File: src/rtl/graph_dismantlability_check_macros.svh
// Assertion macros shared by the dismantlability checker RTL.
// No dependencies; define ASSERT_OFF to compile the checks away.
`ifndef GRAPH_DISMANTLABILITY_CHECK_MACROS_SVH
`define GRAPH_DISMANTLABILITY_CHECK_MACROS_SVH
`ifndef ASSERT_OFF
`define GDC_ASSERT(label, clk, rst_n, prop, msg) \
  label: assert property (@(posedge clk) disable iff (!rst_n) (prop)) else $error(msg);
`define GDC_ASSERT_NEVER(label, clk, rst_n, cond, msg) \
  label: assert property (@(posedge clk) disable iff (!rst_n) !(cond)) else $error(msg);
`else
`define GDC_ASSERT(label, clk, rst_n, prop, msg)
`define GDC_ASSERT_NEVER(label, clk, rst_n, cond, msg)
`endif
`endif

File: src/rtl/gdc_pkg.sv
// Types and constants for the graph dismantlability checker.
// No dependencies; used by gdc_core and graph_dismantlability_check.
package gdc_pkg;

  localparam int unsigned EDGE_FIELD_BITS = 28;

  typedef struct packed {
    logic [3:0]  vertex_count;
    logic [27:0] edge_bits;
  } in_t;

  typedef struct packed {
    logic       dismantlable;
    logic [2:0] deletions_done;
  } out_t;

  // Status from the search engine to the top level.
  typedef struct packed {
    logic       idle;
    logic       done;
    logic       verdict;
    logic [2:0] dels;
  } gdc_stat_t;

endpackage

File: src/rtl/gdc_core.sv
// Greedy dismantling engine: a sequencer around one shared cone test.
// Depends on gdc_pkg.
module gdc_core #(
  parameter int unsigned MaxVertices = 8
) (
  input  logic              clk_i,
  input  logic              rst_ni,
  input  logic              start_i,
  input  logic              level_i,
  input  gdc_pkg::in_t      item_i,
  input  logic              free_i,
  output gdc_pkg::gdc_stat_t stat_o
);
  import gdc_pkg::*;

  localparam int unsigned IW = (MaxVertices > 1) ? $clog2(MaxVertices) : 1;
  localparam int unsigned CW = $clog2(MaxVertices + 1);
  localparam logic [CW-1:0] LastCnt = CW'(MaxVertices);
  localparam logic [CW-1:0] CntOne = CW'(1);
  localparam logic [MaxVertices-1:0] One = MaxVertices'(1);

  localparam logic [2:0] ST_IDLE   = 3'd0;
  localparam logic [2:0] ST_OROUND = 3'd1;
  localparam logic [2:0] ST_OSCAN  = 3'd2;
  localparam logic [2:0] ST_IROUND = 3'd3;
  localparam logic [2:0] ST_ISCAN  = 3'd4;
  localparam logic [2:0] ST_CONE   = 3'd5;
  localparam logic [2:0] ST_DONE   = 3'd6;

  logic [2:0] state_q, state_d;
  logic [MaxVertices-1:0] adj_q [MaxVertices];
  logic [MaxVertices-1:0] adj_d [MaxVertices];
  logic [MaxVertices-1:0] s_q, s_d, t_q, t_d, c_q, c_d;
  logic [CW-1:0] u_q, u_d, v_q, v_d, w_q, w_d;
  logic lvl_q, lvl_d, verdict_q, verdict_d;
  logic [2:0] del_q, del_d;

  logic [CW-1:0] n_sat;
  logic [MaxVertices-1:0] all_mask;
  logic [MaxVertices-1:0] u_bit, v_bit, w_bit, olink, ilink;
  logic s_single, t_single, cone_hit;

  // Saturated vertex count and the full vertex set of a new item.
  always_comb begin
    n_sat = (item_i.vertex_count > 4'(MaxVertices)) ? LastCnt : CW'(item_i.vertex_count);
    for (int i = 0; i < MaxVertices; i++) begin
      all_mask[i] = (i < int'(n_sat));
    end
  end

  // Adjacency rows unpacked from the upper-triangle edge bits.
  always_comb begin
    int k;
    k = 0;
    for (int r = 0; r < MaxVertices; r++) begin
      adj_d[r] = '0;
    end
    for (int j = 1; j < MaxVertices; j++) begin
      for (int i = 0; i < j; i++) begin
        k = j * (j - 1) / 2 + i;
        if (k < int'(EDGE_FIELD_BITS) && j < int'(n_sat) && item_i.edge_bits[k[4:0]]) begin
          adj_d[i][j] = 1'b1;
          adj_d[j][i] = 1'b1;
        end
      end
    end
  end

  // Links of the scanned vertices and the shared cone test on one member.
  assign u_bit    = One << u_q[IW-1:0];
  assign v_bit    = One << v_q[IW-1:0];
  assign w_bit    = One << w_q[IW-1:0];
  assign olink    = adj_q[u_q[IW-1:0]] & s_q & ~u_bit;
  assign ilink    = adj_q[v_q[IW-1:0]] & t_q & ~v_bit;
  assign s_single = (s_q != '0) && ((s_q & (s_q - One)) == '0);
  assign t_single = (t_q != '0) && ((t_q & (t_q - One)) == '0);
  assign cone_hit = ((c_q & w_bit) != '0) && ((adj_q[w_q[IW-1:0]] & c_q) == (c_q & ~w_bit));

  // Sequencer: outer rounds, inner rounds at level 1, one cone member a cycle.
  always_comb begin
    state_d = state_q;
    s_d = s_q; t_d = t_q; c_d = c_q;
    u_d = u_q; v_d = v_q; w_d = w_q;
    lvl_d = lvl_q; verdict_d = verdict_q; del_d = del_q;
    unique case (state_q)
      ST_IDLE: begin
        if (start_i) begin
          s_d = all_mask;
          lvl_d = level_i;
          del_d = '0;
          state_d = ST_OROUND;
        end
      end
      ST_OROUND: begin
        u_d = '0;
        if (s_single) begin
          verdict_d = 1'b1;
          state_d = ST_DONE;
        end else if (s_q == '0) begin
          verdict_d = 1'b0;
          state_d = ST_DONE;
        end else begin
          state_d = ST_OSCAN;
        end
      end
      ST_OSCAN: begin
        if (u_q == LastCnt) begin
          verdict_d = 1'b0;
          state_d = ST_DONE;
        end else if (((s_q & u_bit) == '0) || (olink == '0)) begin
          u_d = u_q + CntOne;
        end else if (!lvl_q) begin
          c_d = olink;
          w_d = '0;
          state_d = ST_CONE;
        end else begin
          t_d = olink;
          state_d = ST_IROUND;
        end
      end
      ST_IROUND: begin
        v_d = '0;
        if (t_single) begin
          s_d = s_q & ~u_bit;
          if (del_q != 3'd7) del_d = del_q + 3'd1;
          state_d = ST_OROUND;
        end else if (t_q == '0) begin
          u_d = u_q + CntOne;
          state_d = ST_OSCAN;
        end else begin
          state_d = ST_ISCAN;
        end
      end
      ST_ISCAN: begin
        if (v_q == LastCnt) begin
          u_d = u_q + CntOne;
          state_d = ST_OSCAN;
        end else if (((t_q & v_bit) == '0) || (ilink == '0)) begin
          v_d = v_q + CntOne;
        end else begin
          c_d = ilink;
          w_d = '0;
          state_d = ST_CONE;
        end
      end
      ST_CONE: begin
        if (w_q == LastCnt) begin
          if (!lvl_q) begin
            u_d = u_q + CntOne;
            state_d = ST_OSCAN;
          end else begin
            v_d = v_q + CntOne;
            state_d = ST_ISCAN;
          end
        end else if (cone_hit) begin
          if (!lvl_q) begin
            s_d = s_q & ~u_bit;
            if (del_q != 3'd7) del_d = del_q + 3'd1;
            state_d = ST_OROUND;
          end else begin
            t_d = t_q & ~v_bit;
            state_d = ST_IROUND;
          end
        end else begin
          w_d = w_q + CntOne;
        end
      end
      ST_DONE: begin
        if (free_i) state_d = ST_IDLE;
      end
      default: state_d = ST_IDLE;
    endcase
  end

  // Control state.
  always_ff @(posedge clk_i or negedge rst_ni) begin
    if (!rst_ni) begin
      state_q <= ST_IDLE;
    end else begin
      state_q <= state_d;
    end
  end

  // Working sets, counters and the graph itself.
  always_ff @(posedge clk_i) begin
    s_q <= s_d; t_q <= t_d; c_q <= c_d;
    u_q <= u_d; v_q <= v_d; w_q <= w_d;
    lvl_q <= lvl_d; verdict_q <= verdict_d; del_q <= del_d;
    if (state_q == ST_IDLE && start_i) begin
      adj_q <= adj_d;
    end
  end

  assign stat_o.idle    = (state_q == ST_IDLE);
  assign stat_o.done    = (state_q == ST_DONE);
  assign stat_o.verdict = verdict_q;
  assign stat_o.dels    = del_q;

endmodule

File: src/rtl/graph_dismantlability_check.sv
// Top level of the graph dismantlability checker: handshakes and result register.
// Depends on gdc_pkg, gdc_core and graph_dismantlability_check_macros.svh.
//
//  channel  signals                        direction
//  in       in_valid_i/in_ready_o/in_data_i   graph in
//  out      out_valid_o/out_ready_i/out_data_o verdict out
//  cfg      cfg_we_i/cfg_wdata_i            level register write
//
// An item is worked by the single cone tester, which checks one link member per cycle
// under the scan sequencer, at level 0 or level 1. One item is in work at a time.
// The result register frees the engine; the engine waits in its done state only
// while a previous result is still unread. Reset clears the level to 0.
`include "graph_dismantlability_check_macros.svh"
module graph_dismantlability_check #(
  parameter int unsigned MaxVertices = 8
) (
  input  logic          clk_i,
  input  logic          rst_ni,
  input  logic          in_valid_i,
  output logic          in_ready_o,
  input  gdc_pkg::in_t  in_data_i,
  output logic          out_valid_o,
  input  logic          out_ready_i,
  output gdc_pkg::out_t out_data_o,
  input  logic          cfg_we_i,
  input  logic          cfg_wdata_i
);
  import gdc_pkg::*;

  logic      level_q;
  logic      out_valid_q;
  out_t      out_q;
  gdc_stat_t stat;
  logic      in_xfer, res_free, res_load;

  assign in_xfer  = in_valid_i && in_ready_o;
  assign res_free = !out_valid_q || out_ready_i;
  assign res_load = stat.done && res_free;
  assign in_ready_o = stat.idle;

  gdc_core #(.MaxVertices(MaxVertices)) u_core (
    .clk_i  (clk_i),
    .rst_ni (rst_ni),
    .start_i(in_xfer),
    .level_i(level_q),
    .item_i (in_data_i),
    .free_i (res_free),
    .stat_o (stat)
  );

  // Level register.
  always_ff @(posedge clk_i or negedge rst_ni) begin
    if (!rst_ni) begin
      level_q <= 1'b0;
    end else if (cfg_we_i) begin
      level_q <= cfg_wdata_i;
    end
  end

  // Result register valid flag.
  always_ff @(posedge clk_i or negedge rst_ni) begin
    if (!rst_ni) begin
      out_valid_q <= 1'b0;
    end else if (res_load) begin
      out_valid_q <= 1'b1;
    end else if (out_ready_i) begin
      out_valid_q <= 1'b0;
    end
  end

  // Result payload.
  always_ff @(posedge clk_i) begin
    if (res_load) begin
      out_q.dismantlable   <= stat.verdict;
      out_q.deletions_done <= stat.dels;
    end
  end

  assign out_valid_o = out_valid_q;
  assign out_data_o  = out_q;

  `GDC_ASSERT(a_busy_after_accept, clk_i, rst_ni, in_xfer |=> !in_ready_o, "accepted while busy")
  `GDC_ASSERT(a_load_from_done, clk_i, rst_ni, res_load |=> out_valid_q, "result lost")
  `GDC_ASSERT_NEVER(a_idle_and_done, clk_i, rst_ni, stat.idle && stat.done, "engine state clash")
  `GDC_ASSERT(a_out_hold, clk_i, rst_ni, (out_valid_q && !out_ready_i) |=> (out_valid_q && $stable(out_q)), "result dropped while stalled")

endmodule
File: config.mk
export PLATFORM = sky130hd
export DESIGN_NAME = graph_dismantlability_check
export DESIGN_NICKNAME = d
export VERILOG_FILES = /design/src/rtl/gdc_pkg.sv /design/src/rtl/gdc_core.sv /design/src/rtl/graph_dismantlability_check.sv
export VERILOG_INCLUDE_DIRS = /design/src /design/src/rtl
export SDC_FILE = /design/constraint.sdc
export NUM_CORES = 1
export LEC_CHECK = 0
export BUFFER_PORTS_ARGS = -buffer_cell sky130_fd_sc_hd__buf_2
export CORE_MARGIN = 1
export CORE_UTILIZATION = 61
export CTS_CLUSTER_DIAMETER = 200
export DETAILED_ROUTE_END_ITERATION = 8
export GPL_TIMING_DRIVEN = 0
export MAX_ROUTING_LAYER = met4
export PLACE_DENSITY = 0.81
export RECOVER_POWER = 50
export SKIP_CTS_REPAIR_TIMING = 1
export SLEW_MARGIN = 20
export SYNTH_ARGS = -nofsm -noshare
export SYNTH_HDL_FRONTEND = slang
export SYNTH_SLANG_ARGS = --single-unit
File: constraint.sdc
create_clock -name clk_i -period 4.4 [get_ports clk_i]
set_input_delay 0.88 -clock clk_i [delete_from_list [all_inputs] [get_ports clk_i]]
set_output_delay 0.88 -clock clk_i [all_outputs]
set_load 0.1 [all_outputs]
==> results of run 1 <==
==> synthesized netlist by cell type, drive strengths merged, types with 6 or more instances <==
cell type and number:
edfxtp 73, nand2 47, nor2 39, o21ai 37, nor2b 30, a21oi 26
mux4 22, mux2i 21, nand3 21, ha 20, inv 19, buf 17
clkbuf 15, and2 13, mux2 11, a22oi 10, nor3 9, and3 8
a222oi 7, a31oi 7, nand2b 7, nand3b 6, xnor2 6
==> path summary, 6_finish.rpt <==
kind / cells after the start / from / slack (ns) / to
max: 12 / u_core.u_q[0] / 0.49 / u_core.c_q[7]
min: 1 / rst_ni / 0.36 / u_core.state_q[0]
max reg2reg: 12 / u_core.u_q[0] / 0.49 / u_core.c_q[7]
min reg2reg: 0 / u_core.verdict_q / 0.44 / out_data_o[3]
max in group asynchronous: 1 / rst_ni / 3.81 / level_q
min in group clk_i: 0 / u_core.verdict_q / 0.44 / out_data_o[3]
==> logic make-up after synthesis <==
group / count (synthesis) / share of synthesized area, %
AOI/OAI and AO/OA: 136 / 16.1
xor gates and xnor gates: 11 / 1.66
adders and majority gates: 22 / 4.66
buffers and inverters: 51 / 4.77
DFF: 78 / 40.0
muxes: 54 / 15.2
and+or+nand+nor: 198 / 17.6
==> power by group through the flow <==
stage	Clock [W]	Sequential (W)	Combinational (W)
after floorplan	0	0.00147	0.00211
after global placement	0	0.00152	0.00275
after detailed placement	0	0.00153	0.00281
after CTS	0.000501	0.00152	0.00282
after global routing	0.000528	0.00156	0.00311
final	0.000497	0.00154	0.00287
==> stage by stage <==
step	worst slack [ns]	cells	util, %	instance area [um^2]	hold slack, ns
after floorplan	0.189	550	-	5800	0.400
after global routing	0.228	739	68.5	6330	0.383
after detailed placement	0.414	723	67.0	6190	0.418
final	0.491	739	68.5	6330	0.357
after CTS	0.401	739	68.7	6350	0.314
after global placement	0.443	722	66.8	6170	0.407
==> area by class of cell <==
type                       instances  area (um^2)  share of cell area [%]
clock inverter                     6         37.5                   0.593
sequential                        78         2320                    36.6
tap                              129          161                    2.55
timing repair buffer              44          210                    3.32
multi-input combinational        421         3220                    50.8
clock buffer                      10          128                    2.02
inverter                          19         71.3                    1.13
buffer                            32          189                    2.98
==> per-layer routing <==
metal | GRT usage, % | share of wire (%) | vias to the layer above
met3 | 5.48 | 8.6 | 35
met4 | 12.0 | 2.1 | 0
met1 | 47.3 | 43 | 2309
met5 | - | 0 | -
li1 | - | - | 2232
met2 | 52.5 | 46 | 277
==> registers in the layout, summed over array words and instances (netlist names), 3 cells and up <==
name and count:
u_core.adj_q 28, u_core.c_q 8, u_core.s_q 8, u_core.t_q 8, out_data_o 4, u_core.u_q 4
u_core.v_q 4, u_core.w_q 4, u_core.del_q 3, u_core.state_q 3
==> worst register-to-register path: stages (launching register included) <==
cell,delay (ns)
edfxtp_1,0.40
clkbuf_1,0.32
buf_8,0.20
buf_2,0.26
inv_1,0.12
ha_1,0.31
inv_1,0.09
o21ai_0,0.11
or3_1,0.44
and4_1,0.26
a31oi_2,0.33
o211ai_1,0.17
nor3_2,0.53
==> metrics.md, run 1 <==
| Metric | Value |
|---|---|
| LEAKAGE | 2.33 nW |
| Top FF cell, synth | edfxtp_1 |
| CP most frequent cell | inv_1 |
| Slew Limit Fails | 30 |
| Critical path cell sequence | clkbuf_1 -> buf_8 -> buf_2 -> inv_1 -> ha_1 -> inv_1 -> o21ai_0 -> or3_1 -> and4_1 -> a31oi_2 -> o211ai_1 -> nor3_2 |
| Post-synthesis sequential area ratio | 40.0% |
| Slowest stage delay, CP | 0.53 ns |
| HPWL Detailed | 11,600 um |
| CP required | 4.40 ns |
| Worst-skew pair later-pin latency | 0.37 ns |
| CTS tree | done |
| EDFF count, synth | 73 |
| Layout area overhead | 9.24% |
| Most common cell after layout, fill and taps aside | edfxtp_1 |
| N_diodes | 0 |
| Slew @ Worst Pin | 1.83 ns |
| Initial antenna violation count | 0 |
| Vias in the first global route | 4,687 |
| Share of total power in combinational logic | 58.5% |
| Failing checks | capacitance limit, slew limit |
| Routed Antenna Nets | 0 |
| Clock root buffer | clkbuf_8 |
| Worst min path class | input port to asynchronous set/reset pin |
| Net load switching power | 0.00234 W |
| Ports | 44 |
| Synth Instances | 550 |
| WP buf/inv | 5 |
| Die ar. | 9900 um^2 |
| Final Hold Viols | 0 |
| Die width | 99.5 um |
| Status | finished, violations left |
| Clock share of power | 10.1% |
| Total of max-cap violations | 1 |
| Switch share | 47.7% |
| Area contributors post-synth | edfxtp_1 38%, mux4_1 5.4%, ha_1 4.3% |
| Port bufs | 43 |
| DRC errors left | 0 |
| Vias | 4,853 |
| Internal Pwr Total | 0.00256 W |
| DR pass1 iterations | 6 |
| WP data arrival | 3.91 ns |
| Fillers | 727 |
| Die Ht | 99.5 um |
| Flop pwr share | 31.3% |
| Core area | 9240 um^2 |
| Asr flop ratio synth | 6.41% |
| Slowest CP cell | nor3_2 |
| Clock Skews | 0.0166 ns |
| Synth top area share | 37.8% |
| Max Clock Freq | 256 MHz |
| Peak supply drop | 0.385 mV |
| GRT Util Overall | 34.5% |
| Gp weighted congestion | 0.993 |
| Crit path time final | 3.91 ns |
| Post-Syn Nets | 608 |
| Largest delay share family, worst path | simple AND/OR/NAND/NOR gates |
| Crit path max fanout | 10 |
| Clock Pin Slew Worst Setup and Hold Paths | 0.09 ns |
| Yosys warns | 0 |
| Routed wire length | 15,600 um |
| Most frequent cells in the layout | 73 x edfxtp_1, 47 x nand2_1, 40 x buf_2 |
| Largest net degree at the start of global routing | 30 |
| Htree depth | 3 |
| Initial drt markers | 481 |
| Total negative setup slack | 0 ns |
| Clk sinks | 78 |
| Yosys reg bits | 78 |
| Period utilization | 88.8% |
| Power, Total | 0.00490 W |
| TritonCTS Buffers | 9 |
| Synth area leader | edfxtp_1 |
| Layout net count | 663 |
| Global-route wire length before repair | 24,900 um |
| RSZ-0062 raised after global routing | no |
| Global route overflow | 0 |
| WS Path Type | flip-flop to flip-flop |
| Maximum clock path buffer count | 2 |
| Row count | 35 |
| Number of vias per cell | 6.57 |
| Critical path capture point type | flip-flop |
| Syn avg cell area | 10.5 um^2 |
| Initial Util | 62.7% |
| PwrDens | 774 nW/um^2 |
| Final setup viols | 0 |
| Relative slew margins | -22.1% |
| Share of layout cells above drive strength 1 | 15.2% |
| Library cells used by synthesis | 69 |
| CP Launch Type | flip-flop |
| DR WL/cell | 21.1 um |
| Synth Cell Area | 5800 um^2 |
(Power assumes the default switching activity.)
==> inputs of run 2 (changes only) <==
Settings changed: BUFFER_PORTS_ARGS -buffer_cell sky130_fd_sc_hd__buf_2 to -buffer_cell sky130_fd_sc_hd__clkbuf_2, CORE_UTILIZATION 61 to 50, PLACE_DENSITY 0.81 to 0.68.
==> run 2 against run 1 <==
Compared with the run above: the run still ends with capacitance limit, slew limit left; maximum frequency shrank 1.8%; clock power grew 57%; critical path depth is the same; count of clock-buffer cells in the layout grew 2; die area grew 22%; first-iteration DRC count shrank 0.83%; flip-flop and latch count is the same; critical path type unchanged; critical endpoint is now u_core.c_q[2]; largest power group unchanged.
==> metrics.md, run 2 (synthesis gave the netlist of run 1 again) <==
| Metric | Value |
|---|---|
| Slew Limit Fails | 30 |
| N_diodes | 0 |
| Row count | 38 |
| Vias in the first global route | 4,520 |
| Peak supply drop | 0.429 mV |
| Clk sinks | 78 |
| Global-route wire length before repair | 25,100 um |
| Internal Pwr Total | 0.00286 W |
| WS Path Type | flip-flop to flip-flop |
| Port bufs | 43 |
| Global route overflow | 0 |
| Initial Util | 52.3% |
| Share of total power in combinational logic | 55.1% |
| DRC errors left | 0 |
| Ports | 44 |
| Slew @ Worst Pin | 1.95 ns |
| Routed Antenna Nets | 0 |
| PwrDens | 799 nW/um^2 |
| Die width | 110 um |
| Status | finished, violations left |
| Max reg flops | 28 |
| Initial antenna violation count | 0 |
| Register with the most flip-flops | u_core.adj_q |
| LEAKAGE | 2.41 nW |
| Clock Skews | 0.00824 ns |
| Critical path capture point type | flip-flop |
| Switch share | 44.9% |
| Most frequent cells in the layout | 73 x edfxtp_1, 47 x nand2_1, 39 x nor2_1 |
| TritonCTS Buffers | 9 |
| Final Hold Viols | 0 |
| Vias | 4,824 |
| Worst min path class | input port to asynchronous set/reset pin |
| Crit path time final | 3.98 ns |
| RSZ-0062 raised after global routing | no |
| Most common cell after layout, fill and taps aside | edfxtp_1 |
| CTS tree | done |
| Design Area, Final | 6490 um^2 |
| Die Ht | 110 um |
| DR WL/cell | 21.6 um |
| Total of max-cap violations | 1 |
| Routed wire length | 16,200 um |
| Final setup viols | 0 |
| Flop pwr share | 29.8% |
| CP Launch Type | flip-flop |
| Net load switching power | 0.00233 W |
| Largest net degree at the start of global routing | 30 |
| Core area | 11,100 um^2 |
| R2r setup slk | 0.42 ns |
| GRT Util Overall | 29.8% |
| Die ar. | 12,000 um^2 |
| WP data arrival | 3.95 ns |
| Relative slew margins | -30.1% |
| Layout net count | 663 |
| Clock share of power | 15.1% |
| DR pass1 iterations | 5 |
| HPWL Detailed | 12,300 um |
| Maximum clock path buffer count | 2 |
| Number of vias per cell | 6.43 |
| Placed cell areas | 6200 um^2 |
| Period utilization | 90.5% |
| Failing checks | capacitance limit, slew limit |
| CP required | 4.37 ns |
| Initial drt markers | 477 |
| Htree depth | 3 |
| Clock root buffer | clkbuf_16 |
| Worst-skew pair later-pin latency | 0.34 ns |
| Total negative setup slack | 0 ns |
| Max Clock Freq | 251 MHz |
| Layout area overhead | 12.0% |
| Share of layout cells above drive strength 1 | 15.2% |
| Crit path max fanout | 10 |
| Clock Pin Slew Worst Setup and Hold Paths | 0.06 ns |
| Gp weighted congestion | 0.952 |
[run 2: layout make-up]
cell class	count	area, um^2
Multi-Input combinational cell	421	3220
Clock buffer	12	236
Buffer	32	189
Timing Repair Buffer	44	211
Fill cell	962	4590
Sequential cell	78	2320
Inverter	19	71.3
Tap cell	140	175
Clock inverter	4	72.6
[run 2: worst paths after layout]
kind / start / end / cells past startpoint
worst max-delay path: u_core.u_q[0] / u_core.c_q[2] / 12
worst min-delay path: rst_ni / out_valid_o / 1
worst max register to register: u_core.u_q[0] / u_core.c_q[2] / 12
worst min register to register: u_core.verdict_q / out_data_o[3] / 0
max in group asynchronous: rst_ni / level_q / 1
min in group clk_i: u_core.verdict_q / out_data_o[3] / 0
[run 2: power groups by stage]
| stage | Clock (W) | Combinational [W] | Sequential, W |
|---|---|---|---|
| 6_report | 0.000782 | 0.00286 | 0.00155 |
| 3_5_place_dp | 0 | 0.00283 | 0.00154 |
| 4_1_cts | 0.000795 | 0.00283 | 0.00153 |
| 3_3_place_gp | 0 | 0.00279 | 0.00154 |
| 2_1_floorplan | 0 | 0.00211 | 0.00147 |
| 5_1_grt | 0.000828 | 0.00309 | 0.00157 |
[run 2: per-stage QoR]
step / std cells / hold slack (ns) / total power [W] / utilization, % / setup slack [ns]
after floorplan: 550 / 0.400 / 0.00358 / - / 0.189
after global placement: 733 / 0.406 / 0.00434 / 55.9 / 0.348
after detailed placement: 734 / 0.414 / 0.00437 / 56.0 / 0.272
after CTS: 750 / 0.342 / 0.00516 / 58.8 / 0.277
after global routing: 750 / 0.401 / 0.00549 / 58.6 / 0.246
final: 750 / 0.397 / 0.00519 / 58.6 / 0.419
[run 2: routing by layer]
layer / up-vias / wire (um) / track usage, %
met2: 242 / 7600 / 44.7
met3: 32 / 1160 / 5.69
met4: 0 / 359 / 9.90
li1: 2234 / - / -
met5: - / 0 / -
met1: 2316 / 7120 / 40.7
[run 2: critical path, stage by stage (launching register included)]
cell,delay [ns]
edfxtp_1,0.42
clkbuf_1,0.33
buf_8,0.20
buf_2,0.26
inv_1,0.12
ha_1,0.32
inv_1,0.08
o21ai_0,0.13
or3_1,0.46
and4_1,0.26
a31oi_2,0.30
o211ai_1,0.17
nor3_2,0.56
==> inputs of run 3 (changes only) <==
Settings changed: CTS_CLUSTER_SIZE set to 10, PLACE_DENSITY 0.68 to unset, PLACE_DENSITY_LB_ADDON set to 0.3.
Clock period 4.4 ns to 4.1 ns, I/O delays scaled along.
==> run 3 against run 2 <==
Compared with the run above: the flow still finishes with violations (capacitance limit, slew limit); routed wire length up 0.24%; clock skew rose by 0.0028 ns; hold slack lost 0.079 ns; register-to-register slack got worse by 0.18 ns; critical path depth unchanged; critical path type unchanged; via count grew 0.95%; power grew 8.4%; utilization rose by 0.17 points; combinational power increased by 8.0%; count of clock-buffer cells in the layout down 3.
==> metrics.md, run 3 (synthesis gave the netlist of run 1 again) <==
| Metric | Value |
|---|---|
| Total of max-cap violations | 1 |
| Die Ht | 110 um |
| Register with the most flip-flops | u_core.adj_q |
| Worst r2r src | u_core.u_q[0] |
| Htree depth | 3 |
| Largest net degree at the start of global routing | 30 |
| DR pass1 iterations | 5 |
| Maximum clock path buffer count | 2 |
| Critical path capture point type | flip-flop |
| Port bufs | 43 |
| Global route overflow | 0 |
| Critical path origin | u_core.u_q[0] |
| PwrDens | 864 nW/um^2 |
| Relative slew margins | -29.0% |
| Most common cell after layout, fill and taps aside | edfxtp_1 |
| End of the worst register-to-register path | u_core.c_q[6] |
| Final core occ | 58.8% |
| CTS tree | done |
| Initial drt markers | 446 |
| Clock Skews | 0.0110 ns |
| Routed wire length | 16,300 um |
| Crit path max fanout | 10 |
| LEAKAGE | 2.42 nW |
| TritonCTS Buffers | 9 |
| Final setup viols | 0 |
| Peak supply drop | 0.389 mV |
| Global-route wire length before repair | 25,900 um |
| Period utilization | 94.1% |
| Ports | 44 |
| Layout area overhead | 12.3% |
| HPWL Detailed | 12,200 um |
| Core area | 11,100 um^2 |
| DR WL/cell | 21.7 um |
| Die ar. | 12,000 um^2 |
| Clk sinks | 78 |
| Power, Total | 0.00562 W |
| Vias | 4,870 |
| Share of layout cells above drive strength 1 | 15.6% |
| Final Hold Viols | 0 |
| Status | finished, violations left |
| WP data arrival | 3.84 ns |
| Clock Pin Slew Worst Setup and Hold Paths | 0.06 ns |
| Gp weighted congestion | 0.981 |
| WS Path Type | flip-flop to flip-flop |
| RSZ-0062 raised after global routing | no |
| Layout net count | 663 |
| Crit path time final | 3.86 ns |
| Fillers | 959 |
| Slew @ Worst Pin | 1.93 ns |
| Critical Path End | u_core.c_q[6] |
| DRC errors left | 0 |
| Initial antenna violation count | 0 |
| Routed Antenna Nets | 0 |
| Max reg flops | 28 |
| CP required | 4.08 ns |
| Initial Util | 52.3% |
| Die width | 110 um |
| CP Launch Type | flip-flop |
| Reg2Reg Depth | 12 |
| Vias in the first global route | 4,690 |
| Failing checks | capacitance limit, slew limit |
| Worst min path class | input port to asynchronous set/reset pin |
| Clock root buffer | clkbuf_16 |
| Most frequent cells in the layout | 73 x edfxtp_1, 47 x nand2_1, 39 x nor2_1 |
| Slew Limit Fails | 30 |
| GRT Util Overall | 30.5% |
| Row count | 38 |
| Worst-skew pair later-pin latency | 0.35 ns |
| Number of vias per cell | 6.49 |
| Max Clock Freq | 259 MHz |
| R2r setup slk | 0.24 ns |
| N_diodes | 0 |
## run 3: area by class of cell
| class | count | area, um^2 | share of cell area, % |
|---|---|---|---|
| plain buffers | 32 | 195 | 3.00 |
| clock buffers | 9 | 225 | 3.46 |
| clock inverters | 7 | 96.3 | 1.48 |
| inverters | 19 | 71.3 | 1.10 |
| multi-input cells | 421 | 3220 | 49.4 |
| flip-flops and latches | 78 | 2320 | 35.6 |
| well taps | 140 | 175 | 2.69 |
| repair buffers | 44 | 211 | 3.25 |
## run 3: how the worst min path moves through the flow
| stage | from | end | cells after the start |
|---|---|---|---|
| finish | rst_ni | u_core.state_q[2] | 1 |
| global route | rst_ni | u_core.state_q[2] | 1 |
| CTS | rst_ni | u_core.state_q[2] | 1 |
| detailed placement | u_core.verdict_q | out_data_o[3] | 0 |
| global placement | u_core.verdict_q | out_data_o[3] | 0 |
| floorplan | u_core.verdict_q | out_data_o[3] | 0 |
## run 3: metal layers
metal	routed length (um)	vias to the layer above	GRT usage [%]	share of wire (%)
met2	7600	249	45.3	47
met4	410	0	13.1	2.5
met5	0	-	-	0
li1	-	2244	-	-
met1	7060	2343	42.0	43
met3	1200	34	4.09	7.4
## run 3: worst max-delay path, stage by stage (launching register included)
cell and delay [ns]:
edfxtp_1 0.44, buf_6 0.16, buf_8 0.14, buf_2 0.28
inv_1 0.13, ha_1 0.32, inv_1 0.08, o21ai_0 0.12
or3_1 0.48, and4_1 0.27, a31oi_2 0.30, o211ai_1 0.16
nor3_2 0.59
## run 3: through the flow
stage | std cells | setup slack, ns | hold WS, ns | instance area [um^2] | TNS (ns)
after floorplan | 550 | 0.855 | 0.400 | 5800 | 0
after global placement | 733 | 0.00644 | 0.409 | 6190 | 0
after detailed placement | 734 | -0.0963 | 0.425 | 6210 | -0.768
after CTS | 750 | -0.0831 | 0.274 | 6530 | -0.657
after global routing | 750 | 0.0594 | 0.332 | 6510 | 0
final | 750 | 0.242 | 0.317 | 6510 | 0
## run 3: report_power, final
group          internal [W]  leakage (nW)  switching (W)
clock              0.000534         0.150       0.000338
sequential          0.00131         0.751       0.000350
combinational       0.00124          1.51        0.00186
total               0.00308          2.42        0.00255
